==> src/cpi_pkg.sv <==
// Shared types and constants for the circle pair collision impulse block.
`timescale 1ns / 1ps
package cpi_pkg;

    // Pipelined divider geometry: numerator, divisor and quotient widths
    localparam int DIV_NUM_W = 58;
    localparam int DIV_DEN_W = 34;
    localparam int DIV_Q_W   = 29;

    // Restitution register reset (0.5 in Q1.8) and the 1.0 offset
    localparam logic [8:0] RESTITUTION_RST = 9'd128;
    localparam logic [9:0] E_ONE           = 10'd256;

    // One input transfer
    typedef struct packed {
        logic signed [15:0] pos_ax;
        logic signed [15:0] pos_ay;
        logic signed [15:0] pos_bx;
        logic signed [15:0] pos_by;
        logic signed [15:0] vel_ax;
        logic signed [15:0] vel_ay;
        logic signed [15:0] vel_bx;
        logic signed [15:0] vel_by;
        logic [15:0]        mass_a;
        logic [15:0]        mass_b;
        logic [14:0]        radius_a;
        logic [14:0]        radius_b;
    } t_in;

    // One result transfer
    typedef struct packed {
        logic signed [15:0] new_vel_ax;
        logic signed [15:0] new_vel_ay;
        logic signed [15:0] new_vel_bx;
        logic signed [15:0] new_vel_by;
        logic               in_contact;
        logic               impulse_applied;
        logic               saturated;
    } t_out;

    // Divider operands
    typedef struct packed {
        logic [DIV_NUM_W-1:0] num;
        logic [DIV_DEN_W-1:0] den;
    } t_div_in;

    // Sideband alongside the projection divide
    typedef struct packed {
        logic               valid;
        logic               contact;
        logic               apply;
        logic               neg_x;
        logic               neg_y;
        logic signed [15:0] vel_ax;
        logic signed [15:0] vel_ay;
        logic signed [15:0] vel_bx;
        logic signed [15:0] vel_by;
        logic [9:0]         ef;
        logic [15:0]        mass_a;
        logic [15:0]        mass_b;
        logic [16:0]        msum;
    } t_side1;

    // Sideband alongside the mass-ratio divide
    typedef struct packed {
        logic               valid;
        logic               contact;
        logic               apply;
        logic               neg_ax;
        logic               neg_ay;
        logic               neg_bx;
        logic               neg_by;
        logic signed [15:0] vel_ax;
        logic signed [15:0] vel_ay;
        logic signed [15:0] vel_bx;
        logic signed [15:0] vel_by;
    } t_side2;

endpackage

==> src/cpi_div.sv <==
// Pipelined restoring divider, one quotient bit per stage.
`timescale 1ns / 1ps
module cpi_div (
    input  logic                         i_clk,
    input  cpi_pkg::t_div_in             i_div,
    output logic [cpi_pkg::DIV_Q_W-1:0]  o_quot
);
    import cpi_pkg::*;

    logic [DIV_DEN_W-1:0] r_rem [DIV_Q_W];
    logic [DIV_Q_W-1:0]   r_low [DIV_Q_W];
    logic [DIV_DEN_W-1:0] r_den [DIV_Q_W];

    for (genvar g = 0; g < DIV_Q_W; g++) begin : g_stage
        logic [DIV_DEN_W-1:0] rem_in;
        logic [DIV_Q_W-1:0]   low_in;
        logic [DIV_DEN_W-1:0] den_in;
        logic [DIV_DEN_W:0]   trial;
        logic                 take;
        logic [DIV_DEN_W-1:0] n_rem;
        logic [DIV_Q_W-1:0]   n_low;

        // first stage takes the top numerator bits as partial remainder
        if (g == 0) begin : g_first
            assign rem_in = DIV_DEN_W'(i_div.num[DIV_NUM_W-1:DIV_Q_W]);
            assign low_in = i_div.num[DIV_Q_W-1:0];
            assign den_in = i_div.den;
        end else begin : g_next
            assign rem_in = r_rem[g-1];
            assign low_in = r_low[g-1];
            assign den_in = r_den[g-1];
        end

        // trial subtract; quotient bits shift in at the bottom
        assign trial = {rem_in, low_in[DIV_Q_W-1]};
        assign take  = trial >= {1'b0, den_in};
        assign n_rem = take ? DIV_DEN_W'(trial - {1'b0, den_in}) : trial[DIV_DEN_W-1:0];
        assign n_low = {low_in[DIV_Q_W-2:0], take};

        always_ff @(posedge i_clk) begin
            r_rem[g] <= n_rem;
            r_low[g] <= n_low;
            r_den[g] <= den_in;
        end
    end

    assign o_quot = r_low[DIV_Q_W-1];

endmodule

==> config.mk <==
export PLATFORM = sky130hd
export DESIGN_NAME = cpi_div
export DESIGN_NICKNAME = d
export VERILOG_FILES = /design/src/cpi_pkg.sv /design/src/cpi_div.sv
export SDC_FILE = /design/constraint.sdc
export NUM_CORES = 2
export LEC_CHECK = 0
export BUFFER_PORTS_ARGS = -buffer_cell sky130_fd_sc_hd__buf_4
export CORE_ASPECT_RATIO = 0.8
export CORE_MARGIN = 2
export CORE_UTILIZATION = 53
export DETAILED_ROUTE_END_ITERATION = 16
export GPL_TIMING_DRIVEN = 0
export PLACE_DENSITY = 0.72
export RECOVER_POWER = 100
export SYNTH_ARGS = -nofsm -noshare
export SYNTH_HDL_FRONTEND = slang
export SYNTH_SLANG_ARGS = --single-unit
==> constraint.sdc <==
create_clock -name i_clk -period 8.9 [get_ports i_clk]
set_input_delay 1.78 -clock i_clk [delete_from_list [all_inputs] [get_ports i_clk]]
set_output_delay 1.78 -clock i_clk [all_outputs]
set_load 0.02 [all_outputs]
# == Yosys cells after proc, flatten, opt, wreduce, memory -nomap -nowiden ==
# Memories as Yosys holds them, arrays and structs flattened.
# Index checks and enable logic that the tools add are counted.
# op_classes
magnitude_cmp,29
n_mux,29
addsub,29
# ops
cell,count
2-to-1 mux 34 bit,29
greater-or-equal comparator 35 x 34 -> 1 bit,28
subtractor 34 bit,28
greater-or-equal comparator 30 x 34 -> 1 bit,1
subtractor 30 x 34 -> 34 bit,1
# word_totals
memories,3
ram_bits,2813
elab_cells,90
regBits,0
# mem_list
name,words,word_bits,rd,rd_clocked_by_memory_dff,wr,line_no,rtl
r_den,29,34,28,0,29,cpi_div.sv:12,logic [DIV_DEN_W-1:0] r_den [DIV_Q_W];
r_rem,29,34,28,0,29,cpi_div.sv:10,logic [DIV_DEN_W-1:0] r_rem [DIV_Q_W];
r_low,29,29,29,0,29,cpi_div.sv:11,logic [DIV_Q_W-1:0] r_low [DIV_Q_W];

# == Depth between registers and ports, before layout ==
# An unclocked memory read counts as a cell.
# depth
depth_word,3
depth_mapped,16
mapped_depth_nobuf,14

# == Worst setup path before layout ==
# OpenSTA, ideal clock, no wires.
# synth_timing
path_kind,input to register
start,input i_div[62] (netlist bit)
end,memory r_rem[0][13]
t_arrival_ns,4.856
required_time_ns,8.779
path_slack_ns,3.923
n_path_buf,1
setup_ns,0.121
cell_stages,14
cell_sequence,inv_1 > ha_1 > inv_1 > fa_1 > a21o_1 > a21oi_1 > o21ai_1 > a2111oi_0 > o21ai_0 > a41oi_1 > o41ai_1 > a21oi_2 > buf_2 > mux2_2
# synth_rtl
item,line_no,rtl
start: declaration,cpi_div.sv:5,"input cpi_pkg::t_div_in i_div,"
end: declaration,cpi_div.sv:10,

==> results.md <==
* Outcome: finished, violations left
* Failing checks: capacitance limit, slew limit
* Path depth of the worst reg2reg path at 13
* Syn_area_per_cell at 9.68 sq um
* Setup TNS at 0 ns
* Ratio of cells with drive above 1 in the final layout at 0.0694
* Worst rel slew slack at -0.791
* Hold Crit Class: flop to flop
* Largest stage delay, worst path at 0.83 ns
* Initial antenna violation count at 14
* Synth Area in Simple Gates at 0.0972
* Post-route ant nets at 0
* Die height at 427 um
* Cts repair resizes at 0
* Critical R2R Launch: r_low[6][28]
* XOR/XNOR Fraction of Synth Area at 0.0603
* # clock sinks at 2745
* Buffers & Inverters on Critical Path at 3
* Initial Util at 0.532
* Yosys warns at 0
* Chip Width at 533 um
* Mapped Area at 119000 sq um
* CTS Root Cell: clkbuf_16
* Area Growth Syn to Fin at 11.1%
* Synth unique cells at 95
* CTS buffer count at 273
* Crit path DAT at 7.47 ns
* H-tree levels at 5
* Unrepaired setup endpoints after global routing: no
* Core area at 223000 sq um
* Delay-heaviest family, CP: compound AO/OA/AOI/OAI gates
* Min-Delay Startpoint: r_low[1][13]
* Pin count of the biggest net entering global routing at 18
* Worst-margin pin slew at 2.62 ns
* Post-synthesis mux area share at 0.0545
* Total wire length at 330 mm
* Critical path's slowest cell: a21oi_1
* R2R Setup Slk at 2.29 ns
* Pre-antenna DRT Iters at 5
* CP Capture Type: flop
* Clock skew at 0.0453 ns
* Final RePlAce weighted congestion at 0.940
* Clk Latency, worst-skew pair at 0.86 ns
* Clock transition at path regs at 0.06 ns
* Minimum hold slack at 0.307 ns
* Worst Hold End: r_low[1][43]
* Hold buffer count at CTS at 0
* Overflow after GRT at 0
* Number of setup buffers added after CTS at 0
* EDFF count, synth at 0
* DR vias at 87700
* Startpoint types: input port
* Syn nets at 13343
* F_max at 0.148 GHz
* Post-synthesis sequential area ratio at 0.464
* Port bufs at 121
* Hold path depth at 0
* Final Power at 56.5 mW
* Routed len/inst at 20.8 um
* First-pass GRT wire length at 501 mm
* Top library cells by usage in the layout, fill and taps aside: dfxtp_1, inv_1, a21oi_1, ha_1, nor2_1
* CTS tree: done
* Cell Rows at 155
* Pins Over Slew Limit at 45
* Final min period at 6.75 ns
* IO Count at 122
* Most common cell after layout, fill and taps aside: dfxtp_1
* Crit path cell chain: clkbuf_1 -> ha_1 -> inv_1 -> fa_1 -> a21o_1 -> a21oi_1 -> o21ai_0 -> a2111oi_0 -> o21ai_0 -> a41oi_1 -> o41ai_1 -> a21oi_1 -> clkbuf_1 -> mux2_2
* Max Cap Viol at 6
* Final period util at 0.759
* Clk buf depth at 4
* Leak at 60.6 nW
* Main combinational cell family by area after synthesis: compound AO/OA/AOI/OAI gates
* Hold Fails Final Rpt at 0
* Worst vdd ir at 0.201 mV
* Number of global-route vias before repair at 84546
* # fillers at 19524
* Adder-Cell Fraction of Synth Area at 0.108
* DR iter-0 viols at 6842
* Worst r2r dst: r_rem[1][338]
* WP data required at 9.62 ns
* Drc violations at 0
* Top cells by area, synth: dfxtp_1, ha_1, mux2_2, a21oi_1, inv_1
* Compound-Gate Fraction of Synth Area at 0.166
* Yosys top cell area share at 0.464
* WS Path Type: input port to flop
* Nets at 13740
* Vias per std cell at 5.54
* Post-synth ARST share at 0
* #FFs+latches synth at 2745
* GRT Overall Usage at 0.281
* Main synth FF type: dfxtp_1
* DP Wirelength at 263 mm
* Cells after Synth at 12240
* Maximum fanout along the worst path at 11
* Area leader, netlist: dfxtp_1
* Die footprint at 227000 sq um
* Power density over the cells at 429 nW/um^2
* Setup violations, final at 0
-- worst max-delay path by stage --
stage,startpoint,end,slack (ns),depth (start not counted)
2_1_floorplan,i_div[62],r_rem[0][13],3.92,14
3_3_place_gp,i_div[62],r_rem[0][16],2.27,15
3_5_place_dp,i_div[62],r_rem[0][3],2.30,15
4_1_cts,i_div[62],r_rem[0][3],3.16,15
5_1_grt,r_low[6][28],r_rem[1][338],1.96,13
6_report,i_div[0],r_rem[0][3],2.15,14
-- power by group --
| group | internal, mW | leakage (nW) | switching, mW |
|---|---|---|---|
| combinational | 11.2 | 33.0 | 15.3 |
| sequential | 15.9 | 23.1 | 2.34 |
| clock | 6.88 | 4.44 | 4.86 |
-- cell families after synthesis --
kind of cell,after synthesis
adders and majority gates,1010
DFF,2745
AOI/OAI and AO/OA,3119
and+or+nand+nor,2442
buffers and inverters,1540
xor gates and xnor gates,816
muxes,568
-- through the flow --
step           std cells  utilization  area [sq um]  setup slack (ns)
2_1_floorplan      12240            -        119000              3.92
3_3_place_gp       15344        0.553        123000              2.27
3_5_place_dp       15344        0.553        123000              2.30
4_1_cts            15812        0.594        132000              3.16
5_1_grt            15814        0.592        132000              1.96
6_report           15817        0.592        132000              2.15
-- routing by layer --
layer / GRT usage / part of all wire / vias up
li1: - / - / 43242
met1: 0.399 / 0.48 / 41485
met2: 0.446 / 0.44 / 2430
met3: 0.0399 / 0.057 / 541
met4: 0.0809 / 0.028 / 2
met5: 0 / 0.000039 / -
-- final cells by class --
class                      count  area, sq um  area share
clock buffer                 350         7550      0.0573
tap                         2983         3730      0.0283
buffer                       289         1090     0.00825
antenna                        4         10.0   0.0000760
multi-input combinational   7955        57500       0.436
sequential                  2745        55000       0.417
clock inverter               118         1570      0.0119
inverter                    1251         4700      0.0356
timing repair buffer         122          676     0.00513
-- cells in the mapped netlist (19+ instances only) --
cell type,instances
a211oi_1,64
ha_1,982
nand4_1,160
and4_1,22
o31ai_1,70
a21o_1,559
o21ai_0,605
buf_2,42
or3_1,39
xor2_1,320
and3_1,93
o21bai_1,124
mux2_4,27
o31a_1,26
a311oi_1,25
o21a_1,90
clkbuf_1,215
fa_1,28
nor2b_1,115
inv_1,1249
a221o_1,26
a31oi_1,107
nand2_1,691
mux2_2,511
nor4_1,34
a21boi_0,24
nor2_1,719
nand3_1,184
buf_1,19
a41oi_1,24
mux2i_1,30
o41ai_1,21
a211o_1,28
nor3_1,145
dfxtp_1,2745
o211ai_1,51
xnor2_1,496
a21oi_1,1062
or2_2,20
nand2b_1,98
a2111oi_0,28
and2_1,53
-- worst reg2reg max path: stages (launching register included) --
cell,delay [ns]
dfxtp_1,0.30
inv_1,0.36
ha_1,0.32
nor2b_4,0.06
o31a_1,0.27
or3_1,0.32
a21oi_1,0.35
o221a_4,0.29
o21ai_0,0.12
o31ai_1,0.68
o31ai_2,0.15
a2111oi_0,2.12
clkbuf_1,0.73
mux2_1,0.41
-- registers in the layout, indices dropped and copies added, names as in the netlist --
| name | cells |
|---|---|
| r_low | 841 |
| r_den | 952 |
| r_rem | 952 |
No activity file was read; power rests on OpenSTA's default activity.
