File: config.mk
export PLATFORM = sky130hd
export DESIGN_NAME = cpi_update
export DESIGN_NICKNAME = d
export VERILOG_FILES = /design/src/cpi_pkg.sv /design/src/cpi_update.sv
export SDC_FILE = /design/constraint.sdc
export NUM_CORES = 1
export LEC_CHECK = 0
export ABC_AREA = 0
export BUFFER_PORTS_ARGS = -buffer_cell sky130_fd_sc_hd__buf_2
export CAP_MARGIN = 40
export CORE_MARGIN = 2
export CORE_UTILIZATION = 40
export CTS_BUF_LIST = sky130_fd_sc_hd__clkbuf_8
export CTS_CLUSTER_DIAMETER = 150
export DETAILED_ROUTE_END_ITERATION = 10
export PLACE_DENSITY = 0.63
export SYNTH_ARGS = -nofsm -noshare
export SYNTH_HDL_FRONTEND = slang
export SYNTH_SLANG_ARGS = --single-unit
File: constraint.sdc
create_clock -name i_clk -period 7.7 [get_ports i_clk]
set_input_delay 0.77 -clock i_clk [delete_from_list [all_inputs] [get_ports i_clk]]
set_output_delay 0.77 -clock i_clk [all_outputs]
set_load 0.02 [all_outputs]
File: src/cpi_pkg.sv
// Shared types and constants for the circle pair collision impulse block.
`timescale 1ns / 1ps
package cpi_pkg;

    // Pipelined divider geometry: numerator, divisor and quotient widths
    localparam int DIV_NUM_W = 58;
    localparam int DIV_DEN_W = 34;
    localparam int DIV_Q_W   = 29;

    // Restitution register reset (0.5 in Q1.8) and the 1.0 offset
    localparam logic [8:0] RESTITUTION_RST = 9'd128;
    localparam logic [9:0] E_ONE           = 10'd256;

    // One input transfer
    typedef struct packed {
        logic signed [15:0] pos_ax;
        logic signed [15:0] pos_ay;
        logic signed [15:0] pos_bx;
        logic signed [15:0] pos_by;
        logic signed [15:0] vel_ax;
        logic signed [15:0] vel_ay;
        logic signed [15:0] vel_bx;
        logic signed [15:0] vel_by;
        logic [15:0]        mass_a;
        logic [15:0]        mass_b;
        logic [14:0]        radius_a;
        logic [14:0]        radius_b;
    } t_in;

    // One result transfer
    typedef struct packed {
        logic signed [15:0] new_vel_ax;
        logic signed [15:0] new_vel_ay;
        logic signed [15:0] new_vel_bx;
        logic signed [15:0] new_vel_by;
        logic               in_contact;
        logic               impulse_applied;
        logic               saturated;
    } t_out;

    // Divider operands
    typedef struct packed {
        logic [DIV_NUM_W-1:0] num;
        logic [DIV_DEN_W-1:0] den;
    } t_div_in;

    // Sideband alongside the projection divide
    typedef struct packed {
        logic               valid;
        logic               contact;
        logic               apply;
        logic               neg_x;
        logic               neg_y;
        logic signed [15:0] vel_ax;
        logic signed [15:0] vel_ay;
        logic signed [15:0] vel_bx;
        logic signed [15:0] vel_by;
        logic [9:0]         ef;
        logic [15:0]        mass_a;
        logic [15:0]        mass_b;
        logic [16:0]        msum;
    } t_side1;

    // Sideband alongside the mass-ratio divide
    typedef struct packed {
        logic               valid;
        logic               contact;
        logic               apply;
        logic               neg_ax;
        logic               neg_ay;
        logic               neg_bx;
        logic               neg_by;
        logic signed [15:0] vel_ax;
        logic signed [15:0] vel_ay;
        logic signed [15:0] vel_bx;
        logic signed [15:0] vel_by;
    } t_side2;

endpackage

File: src/cpi_update.sv
// Final stage: velocity update, saturation and result register.
`timescale 1ns / 1ps
module cpi_update (
    input  logic                        i_clk,
    input  logic                        i_rst_n,
    input  cpi_pkg::t_side2             i_side,
    input  logic [cpi_pkg::DIV_Q_W-1:0] i_quot_ax,
    input  logic [cpi_pkg::DIV_Q_W-1:0] i_quot_ay,
    input  logic [cpi_pkg::DIV_Q_W-1:0] i_quot_bx,
    input  logic [cpi_pkg::DIV_Q_W-1:0] i_quot_by,
    output logic                        o_valid,
    output cpi_pkg::t_out               o_result
);
    import cpi_pkg::*;

    logic               r_valid;
    t_out               r_result, n_result;
    logic signed [30:0] n_dv_ax, n_dv_ay, n_dv_bx, n_dv_by;
    logic signed [30:0] n_sum_ax, n_sum_ay, n_sum_bx, n_sum_by;
    logic [3:0]         n_clip;

    function automatic logic [16:0] sat16(input logic signed [30:0] v);
        logic [16:0] res;
        if (v > 31'sd32767) begin
            res = {1'b1, 16'h7FFF};
        end else if (v < -31'sd32768) begin
            res = {1'b1, 16'h8000};
        end else begin
            res = {1'b0, v[15:0]};
        end
        return res;
    endfunction

    // apply signed velocity change, clip to 16 bits
    always_comb begin
        n_dv_ax  = i_side.neg_ax ? -$signed(31'(i_quot_ax)) : $signed(31'(i_quot_ax));
        n_dv_ay  = i_side.neg_ay ? -$signed(31'(i_quot_ay)) : $signed(31'(i_quot_ay));
        n_dv_bx  = i_side.neg_bx ? -$signed(31'(i_quot_bx)) : $signed(31'(i_quot_bx));
        n_dv_by  = i_side.neg_by ? -$signed(31'(i_quot_by)) : $signed(31'(i_quot_by));
        n_sum_ax = 31'(i_side.vel_ax) - n_dv_ax;
        n_sum_ay = 31'(i_side.vel_ay) - n_dv_ay;
        n_sum_bx = 31'(i_side.vel_bx) + n_dv_bx;
        n_sum_by = 31'(i_side.vel_by) + n_dv_by;
        n_result = '0;
        n_result.in_contact      = i_side.contact;
        n_result.impulse_applied = i_side.apply;
        if (i_side.apply) begin
            {n_clip[0], n_result.new_vel_ax} = sat16(n_sum_ax);
            {n_clip[1], n_result.new_vel_ay} = sat16(n_sum_ay);
            {n_clip[2], n_result.new_vel_bx} = sat16(n_sum_bx);
            {n_clip[3], n_result.new_vel_by} = sat16(n_sum_by);
        end else begin
            n_clip              = '0;
            n_result.new_vel_ax = i_side.vel_ax;
            n_result.new_vel_ay = i_side.vel_ay;
            n_result.new_vel_bx = i_side.vel_bx;
            n_result.new_vel_by = i_side.vel_by;
        end
        n_result.saturated = |n_clip;
    end

    always_ff @(posedge i_clk) begin
        if (!i_rst_n) begin
            r_valid <= 1'b0;
        end else begin
            r_valid <= i_side.valid;
        end
    end

    always_ff @(posedge i_clk) begin
        r_result <= n_result;
    end

    assign o_valid  = r_valid;
    assign o_result = r_result;

endmodule

# Word level (Yosys, flattened, before mapping)

Cells that the tools add are included.

Input bits: 189
Register bits: 68
Logic and storage cells: 39
Output and inout port bits: 68

Mux-type cells: 14
Add/sub/neg operators: 8
$lt $le $gt $ge: 8
Reductions and logical operators: 1

Operators with widths:

| kind                                                            | count |
|---|---|
| two-way mux 17 bit                                              | 8 |
| greater-than comparator 31 x 16 -> 1 bit, second input constant | 4 |
| less-than comparator 31 x 16 -> 1 bit, second input constant    | 4 |
| two-way mux 31 bit                                              | 4 |
| negation 29 -> 31 bit                                           | 4 |
| two-way mux 64 bit                                              | 1 |
| adder 16 x 31 -> 31 bit                                         | 2 |
| subtractor 16 x 31 -> 31 bit                                    | 2 |
| two-way mux 4 bit                                               | 1 |
| OR reduction 4 bit                                              | 1 |

# Depth between registers and ports, before layout

Gate-level depths: netlist of the first run.

Depth after elaboration: 8
Mapped depth: 23
Depth with buffers taken out: 21

# Worst setup path before layout of the first run

No wires, ideal clock.

Path kind: input-to-reg
Start point: input i_quot_ax[9] (netlist name)
End point: register r_result (netlist bit o_result[0])
Setup slack: 1.751 ns
Stages on the path: 19
Buffers on the path: 1
Data required time: 7.575 ns
Arrival time: 5.824 ns
Setup time: 0.125 ns
Cell sequence: or4_4 -> nor4_2 -> or3b_1 -> or4_4 -> or4_4 -> o21ai_0 -> xor2_1 -> ha_1 -> nand4_1 -> nand2b_1 -> nor4_1 -> o31ai_1 -> xor2_1 -> a2111oi_0 -> or4b_2 -> clkbuf_1 -> nor2_1 -> a21oi_1 -> o41a_1

RTL lines:

| item                   | RTL line         | RTL |
|---|---|---|
| start: declaration     | cpi_update.sv:7  | `input logic [cpi_pkg::DIV_Q_W-1:0] i_quot_ax,` |
| end signal: assignment | cpi_update.sv:71 | `r_result <= n_result;` |
| end: declaration       | cpi_update.sv:17 | `t_out r_result, n_result;` |

==> flow_summary_export.csv, run 1 <==
group,metric,value,unit
outcome,status,"completed",
yosys,synthMuxAreaShare,0.00678,
timing,worst_pin_slew,0.913,ns
yosys,synth_area,12200,sq um
timing,setup_viol_count_final,0,
yosys,yosysSeqAreaShare,0.112,
global_route,grt_max_degree,61,
global_route,grt_pass1_wl,62200,microns
power,peakVddDrop,0.128,mV
yosys,synth-main-ff-cell,"dfxtp_1",
setup_path,worst_ep_arrival_time,6.67,ns
placed_design,place_area,13800,sq um
global_route,grt_antenna_before_repair,1,
timing,finalHoldViolCount,0,
setup_path,crit_fanout,16,
routing,ant_nets,0,
yosys,synthCells,1719,
cts,cts_root_buffer,"clkbuf_8",
worst_hold_path,hold_class,"in2reg",
timing,relSlewSlack,0.391,
routing,first_pass_iters,5,
floorplanning,die_y,178,microns
timing,min_period_over_period,0.831,
setup_path,end_kind,"flop",
final_layout,fillers,3139,
final_layout,multi_input_area,10400,sq um
yosys,synth_top_family_by_area,"compound AO/OA/AOI/OAI gates",
final_layout,stdcell_area,14000,sq um
final_layout,final_layout_size_suffix_gt1_frac,0.159,
final_layout,final_cell_mix,"buf_2, a21oi_1, nand2_1, ha_1, nor2_1",
routing,drt-initial-drc-count,897,
timing,fin_crit,6.40,ns
placed_design,gp_congestion,0.910,
yosys,synth_warnings,0,
yosys,synth-compound-area-share,0.315,
routing,drt_wl_total,39400,microns
floorplanning,dieArea,31900,sq um
timing,fmax,156,MHz
yosys,synth-simple-area-share,0.241,
setup_path,cp.required,7.97,ns
yosys,syn_nets,2044,
routing,via_per_inst,5.87,
cts,cts.clk_slew.worst_paths,0.08,ns
cts,cts.sinks,68,
routing,drc,0,
power,p_leak,5.94,nW
placed_design,io_buffers,256,
floorplanning,design.core.area,29800,sq um
yosys,ys_seq_elements,68,
power,total_power,2.30,mW
setup_path,worstSetupStartpointType,"input port",
global_route,grt_pass1_vias,12600,
final_layout,area_growth,15.1,%
cts,cts_resized,0,
final_layout,nNetsFinal,2255,
final_layout,final_common_cell,"buf_2",
routing,wl_per_cell,16.9,microns
global_route,grtUsageTotal,0.240,
yosys,syn_area_per_cell,7.08,sq um
cts,cts_tree,"yes",
timing,final_max_slew_viol_count,0,
routing,vias,13600,
floorplanning,io_pins,257,
yosys,synth_xor_area_frac,0.148,
final_layout,seq_area,1360,sq um
yosys,synth_edf_count,0,
timing,grt_setup_unrepaired,"false",
global_route,grt-ovfl-total,0,
cts,htreeDepth,3,
placed_design,dp_hpwl,32300,microns
final_layout,post-route-util,0.470,
setup_path,path_class,"in2reg",
cts,cts_buffer_depth,2,
power,power_density,164,nW/um^2
floorplanning,start_util,0.409,
cts,numCtsBuffers,9,
cts,cts_setup_buffers,0,
yosys,synth_cell_types,77,
yosys,async_flop_share,0,
timing,setup-tns-final,0,ns
cts,hold_buffers,0,
yosys,synthAdderAreaFrac,0.142,
floorplanning,placementRows,63,
floorplanning,die_w,178,microns
flow_run,max-cap-violations,0,
cells in the mapped netlist (4+ instances only):
library cell	count	area share
clkbuf_1	58	0.018
nand2b_1	28	0.014
nor3_1	39	0.016
a21o_1	37	0.023
o21a_1	17	0.010
ha_1	132	0.14
nor2_1	129	0.040
nand3_1	45	0.018
nand2_1	160	0.049
and3_1	16	0.0082
nor2b_1	18	0.0092
dfxtp_1	68	0.11
o22a_1	13	0.0094
nand3b_1	6	0.0037
o22ai_1	5	0.0026
o21ai_1	4	0.0016
o221ai_1	5	0.0036
nand4_1	37	0.019
o21bai_1	9	0.0055
o41ai_1	20	0.014
o21ai_0	124	0.051
o31ai_1	42	0.026
xor2_1	95	0.068
inv_1	45	0.014
nor4_1	21	0.011
or4_1	15	0.0092
a21oi_1	221	0.091
mux2i_1	6	0.0049
a211oi_1	13	0.0080
o211ai_1	23	0.014
or3_1	22	0.011
a31oi_1	18	0.0092
a211o_1	6	0.0043
and2_1	13	0.0067
and4_1	11	0.0079
or2_2	6	0.0031
nor3b_1	4	0.0025
a2111oi_0	7	0.0050
fa_1	4	0.0066
a21boi_0	7	0.0043
xnor2_1	105	0.076
cell type report:
cell class	instances	area share
clock buffer	10	0.00982
clock inverter	6	0.00634
timing repair buffer	264	0.0960
sequential	68	0.0972
antenna	1	0.000179
tap	390	0.0348
inverter	45	0.0121
multi-input combinational	1542	0.744
flip-flops by register name (all words and copies together) (netlist names):
signal and count:
o_valid 1, o_result 67
critical path, stage by stage:
cell	delay, ns
buf_2	0.14
or4_4	0.54
nor4_2	0.16
or3b_1	0.42
or4_4	0.45
or4_4	0.48
o21ai_0	0.21
xor2_1	0.10
ha_1	0.36
nand4_1	0.12
nand2b_1	0.18
nor4_1	0.63
o31ai_1	0.18
xor2_1	0.18
a2111oi_0	0.32
or4b_2	0.90
nor2_1	0.17
a21oi_1	0.05
o41a_1	0.30
metrics by stage:
| step | cells | hold WS, ns | setup slack, ns |
|---|---|---|---|
| floorplan | 1719 | 0.798 | 1.75 |
| global placement | 2307 | 0.933 | 1.10 |
| detailed placement | 2309 | 0.930 | 0.966 |
| CTS | 2325 | 0.505 | 1.40 |
| global route | 2325 | 0.505 | 0.947 |
| finish | 2326 | 0.535 | 1.30 |
kinds of logic (layout without fill, tap and decap cells):
| group | count (synthesis) | after routing |
|---|---|---|
| AO/OA/AOI/OAI | 611 | 611 |
| XOR/XNOR | 202 | 202 |
| adder cells (fa/ha/maj) | 136 | 136 |
| buffers and inverters | 109 | 325 |
| flip-flops | 68 | 68 |
| multiplexers | 8 | 8 |
| other | 0 | 1 |
| AND/OR/NAND/NOR | 585 | 585 |
power by group:
group          leakage (nW)  internal [mW]  total, mW  switching (mW)
sequential            0.573          0.414      0.435          0.0207
combinational          5.25          0.583       1.51           0.922
clock                 0.114          0.191      0.355           0.164
worst paths after layout:
kind  slack (ns)          from          end  cells past startpoint
min         0.53    i_side[69]  o_result[2]                      1
max         1.30  i_quot_ax[7]  o_result[0]                     19
routing by layer:
layer	track usage	part of all wire	up-vias	routed length [microns]
met4	0.0738	0.026	0	1040
li1	-	-	6873	-
met1	0.321	0.46	6273	18300
met5	0	0	-	0
met2	0.392	0.45	434	17700
met3	0.0399	0.060	63	2370
No activity file was read; power rests on OpenSTA's default activity.
==> run 2: changes to the inputs <==
--- a/config.mk
+++ b/config.mk
@@ -5,7 +5,7 @@
 export SDC_FILE = /design/constraint.sdc
 export NUM_CORES = 1
 export LEC_CHECK = 0
-export ABC_AREA = 0
+export ABC_AREA = 1
 export BUFFER_PORTS_ARGS = -buffer_cell sky130_fd_sc_hd__buf_2
 export CAP_MARGIN = 40
 export CORE_MARGIN = 2
@@ -13,7 +13,7 @@
 export CTS_BUF_LIST = sky130_fd_sc_hd__clkbuf_8
 export CTS_CLUSTER_DIAMETER = 150
 export DETAILED_ROUTE_END_ITERATION = 10
-export PLACE_DENSITY = 0.63
+export PLACE_DENSITY = 0.61
 export SYNTH_ARGS = -nofsm -noshare
 export SYNTH_HDL_FRONTEND = slang
 export SYNTH_SLANG_ARGS = --single-unit
==> constraint.sdc (replaced) <==
create_clock -name i_clk -period 6.4 [get_ports i_clk]
set_input_delay 0.64 -clock i_clk [delete_from_list [all_inputs] [get_ports i_clk]]
set_output_delay 0.64 -clock i_clk [all_outputs]
set_load 0.02 [all_outputs]
==> run 2 against run 1 <==
Synthesized cell count rose by 73%. Final area rose by 27%. Worst setup slack improved by 0.16 ns. First-iteration DRC count rose by 25%. Largest cell class unchanged. Highest routed layer is now met5.
==> flow_summary_export.csv, run 2 <==
group,metric,value,unit
routing,drt-initial-drc-count,1118,
power,swShare,0.550,
yosys,async_flop_share,0,
final_layout,stdcell_count,3742,
cts,hold_buffers,0,
cts,cts_root_buffer,"clkbuf_8",
yosys,yosysTopAreaCell,"nand2_1",
setup_path,max_stage_delay,0.50,ns
global_route,top_usage_layer,"met2",
floorplanning,dieArea,41000,sq um
global_route,grtUsageTotal,0.263,
setup_path,slowest_stage,"a21oi_4",
floorplanning,start_util,0.407,
flow_run,max-cap-violations,0,
yosys,synthAdderAreaFrac,0.110,
cts,htreeDepth,3,
power,p_leak,10.5,nW
final_layout,post-route-util,0.458,
global_route,grt_pass1_wl,87700,microns
setup_path,path_class,"in2reg",
placed_design,gp_congestion,0.947,
setup_path,cp.required,6.65,ns
final_layout,largest_register_ff_count,67,
yosys,syn_area_per_cell,5.29,sq um
timing,finalHoldViolCount,0,
yosys,synth_xor_area_frac,0.0909,
floorplanning,die_y,202,microns
yosys,yosysSeqAreaShare,0.0864,
power,pwr-share-seq,0.169,
worst_hold_path,hold_end,"o_result[2]",
yosys,synthTopCellsByArea,"nand2_1, inv_1, ha_1",
yosys,synth_top_family_by_area,"simple AND/OR/NAND/NOR gates",
routing,drc,0,
yosys,syn_nets,3302,
timing,fmax,202,MHz
yosys,yosys.area.top_type_share,0.260,
routing,first_pass_iters,5,
timing,min_period_over_period,0.772,
floorplanning,design.core.area,38700,sq um
yosys,synth_cell_types,53,
global_route,grt-ovfl-total,0,
final_layout,fillers,4458,
yosys,synth-simple-area-share,0.483,
setup_path,crit_fanout,15,
yosys,yosysMostFrequentCell,"nand2_1",
routing,wl_per_cell,14.6,microns
final_layout,final_layout_size_suffix_gt1_frac,0.125,
global_route,grtUsageMet1,0.345,
yosys,synth_warnings,0,
timing,fin_crit,4.94,ns
outcome,status,"completed",
global_route,use_met2,0.455,
power,p_sw,1.70,mW
final_layout,seq_area,1360,sq um
routing,ant_nets,0,
global_route,met3_usage,0.0249,
worst_hold_path,hold_class,"in2reg",
timing,grt_setup_unrepaired,"false",
yosys,synthCells,2977,
routing,via_per_inst,4.94,
setup_path,worstSetupStartpointType,"input port",
yosys,synthMuxAreaShare,0,
setup_path,end_kind,"flop",
final_layout,final_cell_mix,"nand2_1, inv_1, nor2_1, buf_2, nand3_1",
global_route,grt_pass1_vias,17600,
power,p_comb_frac,0.692,
placed_design,io_buffers,256,
worst_hold_path,min_from,"i_side[69]",
timing,final_max_slew_viol_count,0,
cts,cts.sinks,68,
cts,cts_tree,"yes",
yosys,ys_seq_elements,68,
cts,cts_resized,0,
yosys,synth_commonest_cells,"nand2_1, inv_1, nor2_1",
setup_path,worst_ep_arrival_time,5.19,ns
cts,cts_buffer_depth,2,
floorplanning,io_pins,257,
yosys,synth_area,15800,sq um
final_layout,multi_input_area,12200,sq um
yosys,synth_edf_count,0,
yosys,synth-compound-area-share,0.0886,
routing,drt_wl_total,54600,microns
final_layout,final_common_cell,"nand2_1",
cts,cts_setup_buffers,0,
floorplanning,placementRows,72,
final_layout,area_growth,12.5,%
final_layout,stdcell_area,17700,sq um
power,power_frac_clock,0.140,
timing,setup_viol_count_final,0,
yosys,synth-main-ff-cell,"dfxtp_1",
final_layout,nNetsFinal,3540,
timing,setup-tns-final,0,ns
routing,vias,18500,
placed_design,place_inst,3722,
placed_design,dp_hpwl,47500,microns
timing,worst_pin_slew,0.916,ns
worst_hold_path,whs_path_depth,1,
global_route,grt_max_degree,82,
cts,numCtsBuffers,9,
global_route,grt_antenna_before_repair,6,
power,internal_power,1.39,mW
timing,relSlewSlack,0.389,
cts,cts.clk_slew.worst_paths,0.10,ns
floorplanning,die_w,202,microns
power,peakVddDrop,0.0866,mV
power,power_density,174,nW/um^2
placed_design,place_area,17500,sq um
==> run 2: changes by cell type in the layout (fill, tap and decap cells not counted), sizes merged, moves of 37 or more <==
| cell | previous run | this run |
|---|---|---|
| nand2 | 160 | 1125 |
| inv | 46 | 545 |
| nor2 | 129 | 351 |
| nand3 | 45 | 187 |
| a21oi | 221 | 128 |
| o21ai | 130 | 50 |
| xnor2 | 105 | 35 |
| o31ai | 42 | 5 |
==> run 2: cells by family after synthesis <==
| group | count (synthesis) |
|---|---|
| and+or+nand+nor | 1812 |
| buffers and inverters | 574 |
| AOI/OAI and AO/OA | 226 |
| xor gates and xnor gates | 161 |
| adders and majority gates | 136 |
| DFF | 68 |
==> run 2: layer usage <==
metal | vias to the layer above | part of all wire
met3 | 75 | 0.042
met5 | - | 0.00013
met4 | 2 | 0.022
li1 | 9660 | -
met1 | 8309 | 0.47
met2 | 442 | 0.47
==> run 2: power groups by stage <==
stage                     Combinational [mW]  Sequential (mW)  Clock, mW
after floorplan                         1.46            0.610          0
after detailed placement                2.12            0.532          0
after CTS                               2.13            0.523      0.443
after global placement                  2.10            0.532          0
final                                   2.14            0.522      0.431
after global routing                    2.41            0.527      0.459
==> run 2: how the worst max path moves through the flow <==
stage	startpoint	endpoint	slack [ns]	cells after the start
floorplan	i_quot_by[1]	o_result[10]	2.27	28
global placement	i_quot_by[1]	o_result[3]	1.08	28
detailed placement	i_quot_by[0]	o_result[3]	0.98	28
CTS	i_quot_by[0]	o_result[3]	1.42	28
global route	i_quot_bx[0]	o_result[0]	0.93	28
finish	i_quot_by[0]	o_result[3]	1.46	29
==> run 2: worst max-delay path, delay by kind of cell <==
kind / cells / cell delay, ns
and+or+nand+nor: 16 / 2.08
AOI/OAI and AO/OA: 5 / 1.23
adders and majority gates: 2 / 0.58
buffers and inverters: 5 / 0.45
xor gates and xnor gates: 1 / 0.19
==> run 2: cell type report <==
type	instances	area share
Antenna cell	4	0.000565
Clock buffer	9	0.00699
Clock inverter	7	0.00466
Inverter	545	0.115
Multi-Input combinational cell	2335	0.687
Sequential cell	68	0.0768
Tap cell	518	0.0366
Timing Repair Buffer	256	0.0724
==> run 2: through the flow <==
step | hold WS (ns) | setup WS, ns | power [mW]
2_1_floorplan | 0.668 | 2.27 | 2.07
3_3_place_gp | 0.744 | 1.08 | 2.63
3_5_place_dp | 0.749 | 0.980 | 2.65
4_1_cts | 0.291 | 1.42 | 3.09
5_1_grt | 0.296 | 0.925 | 3.40
6_report | 0.321 | 1.46 | 3.09
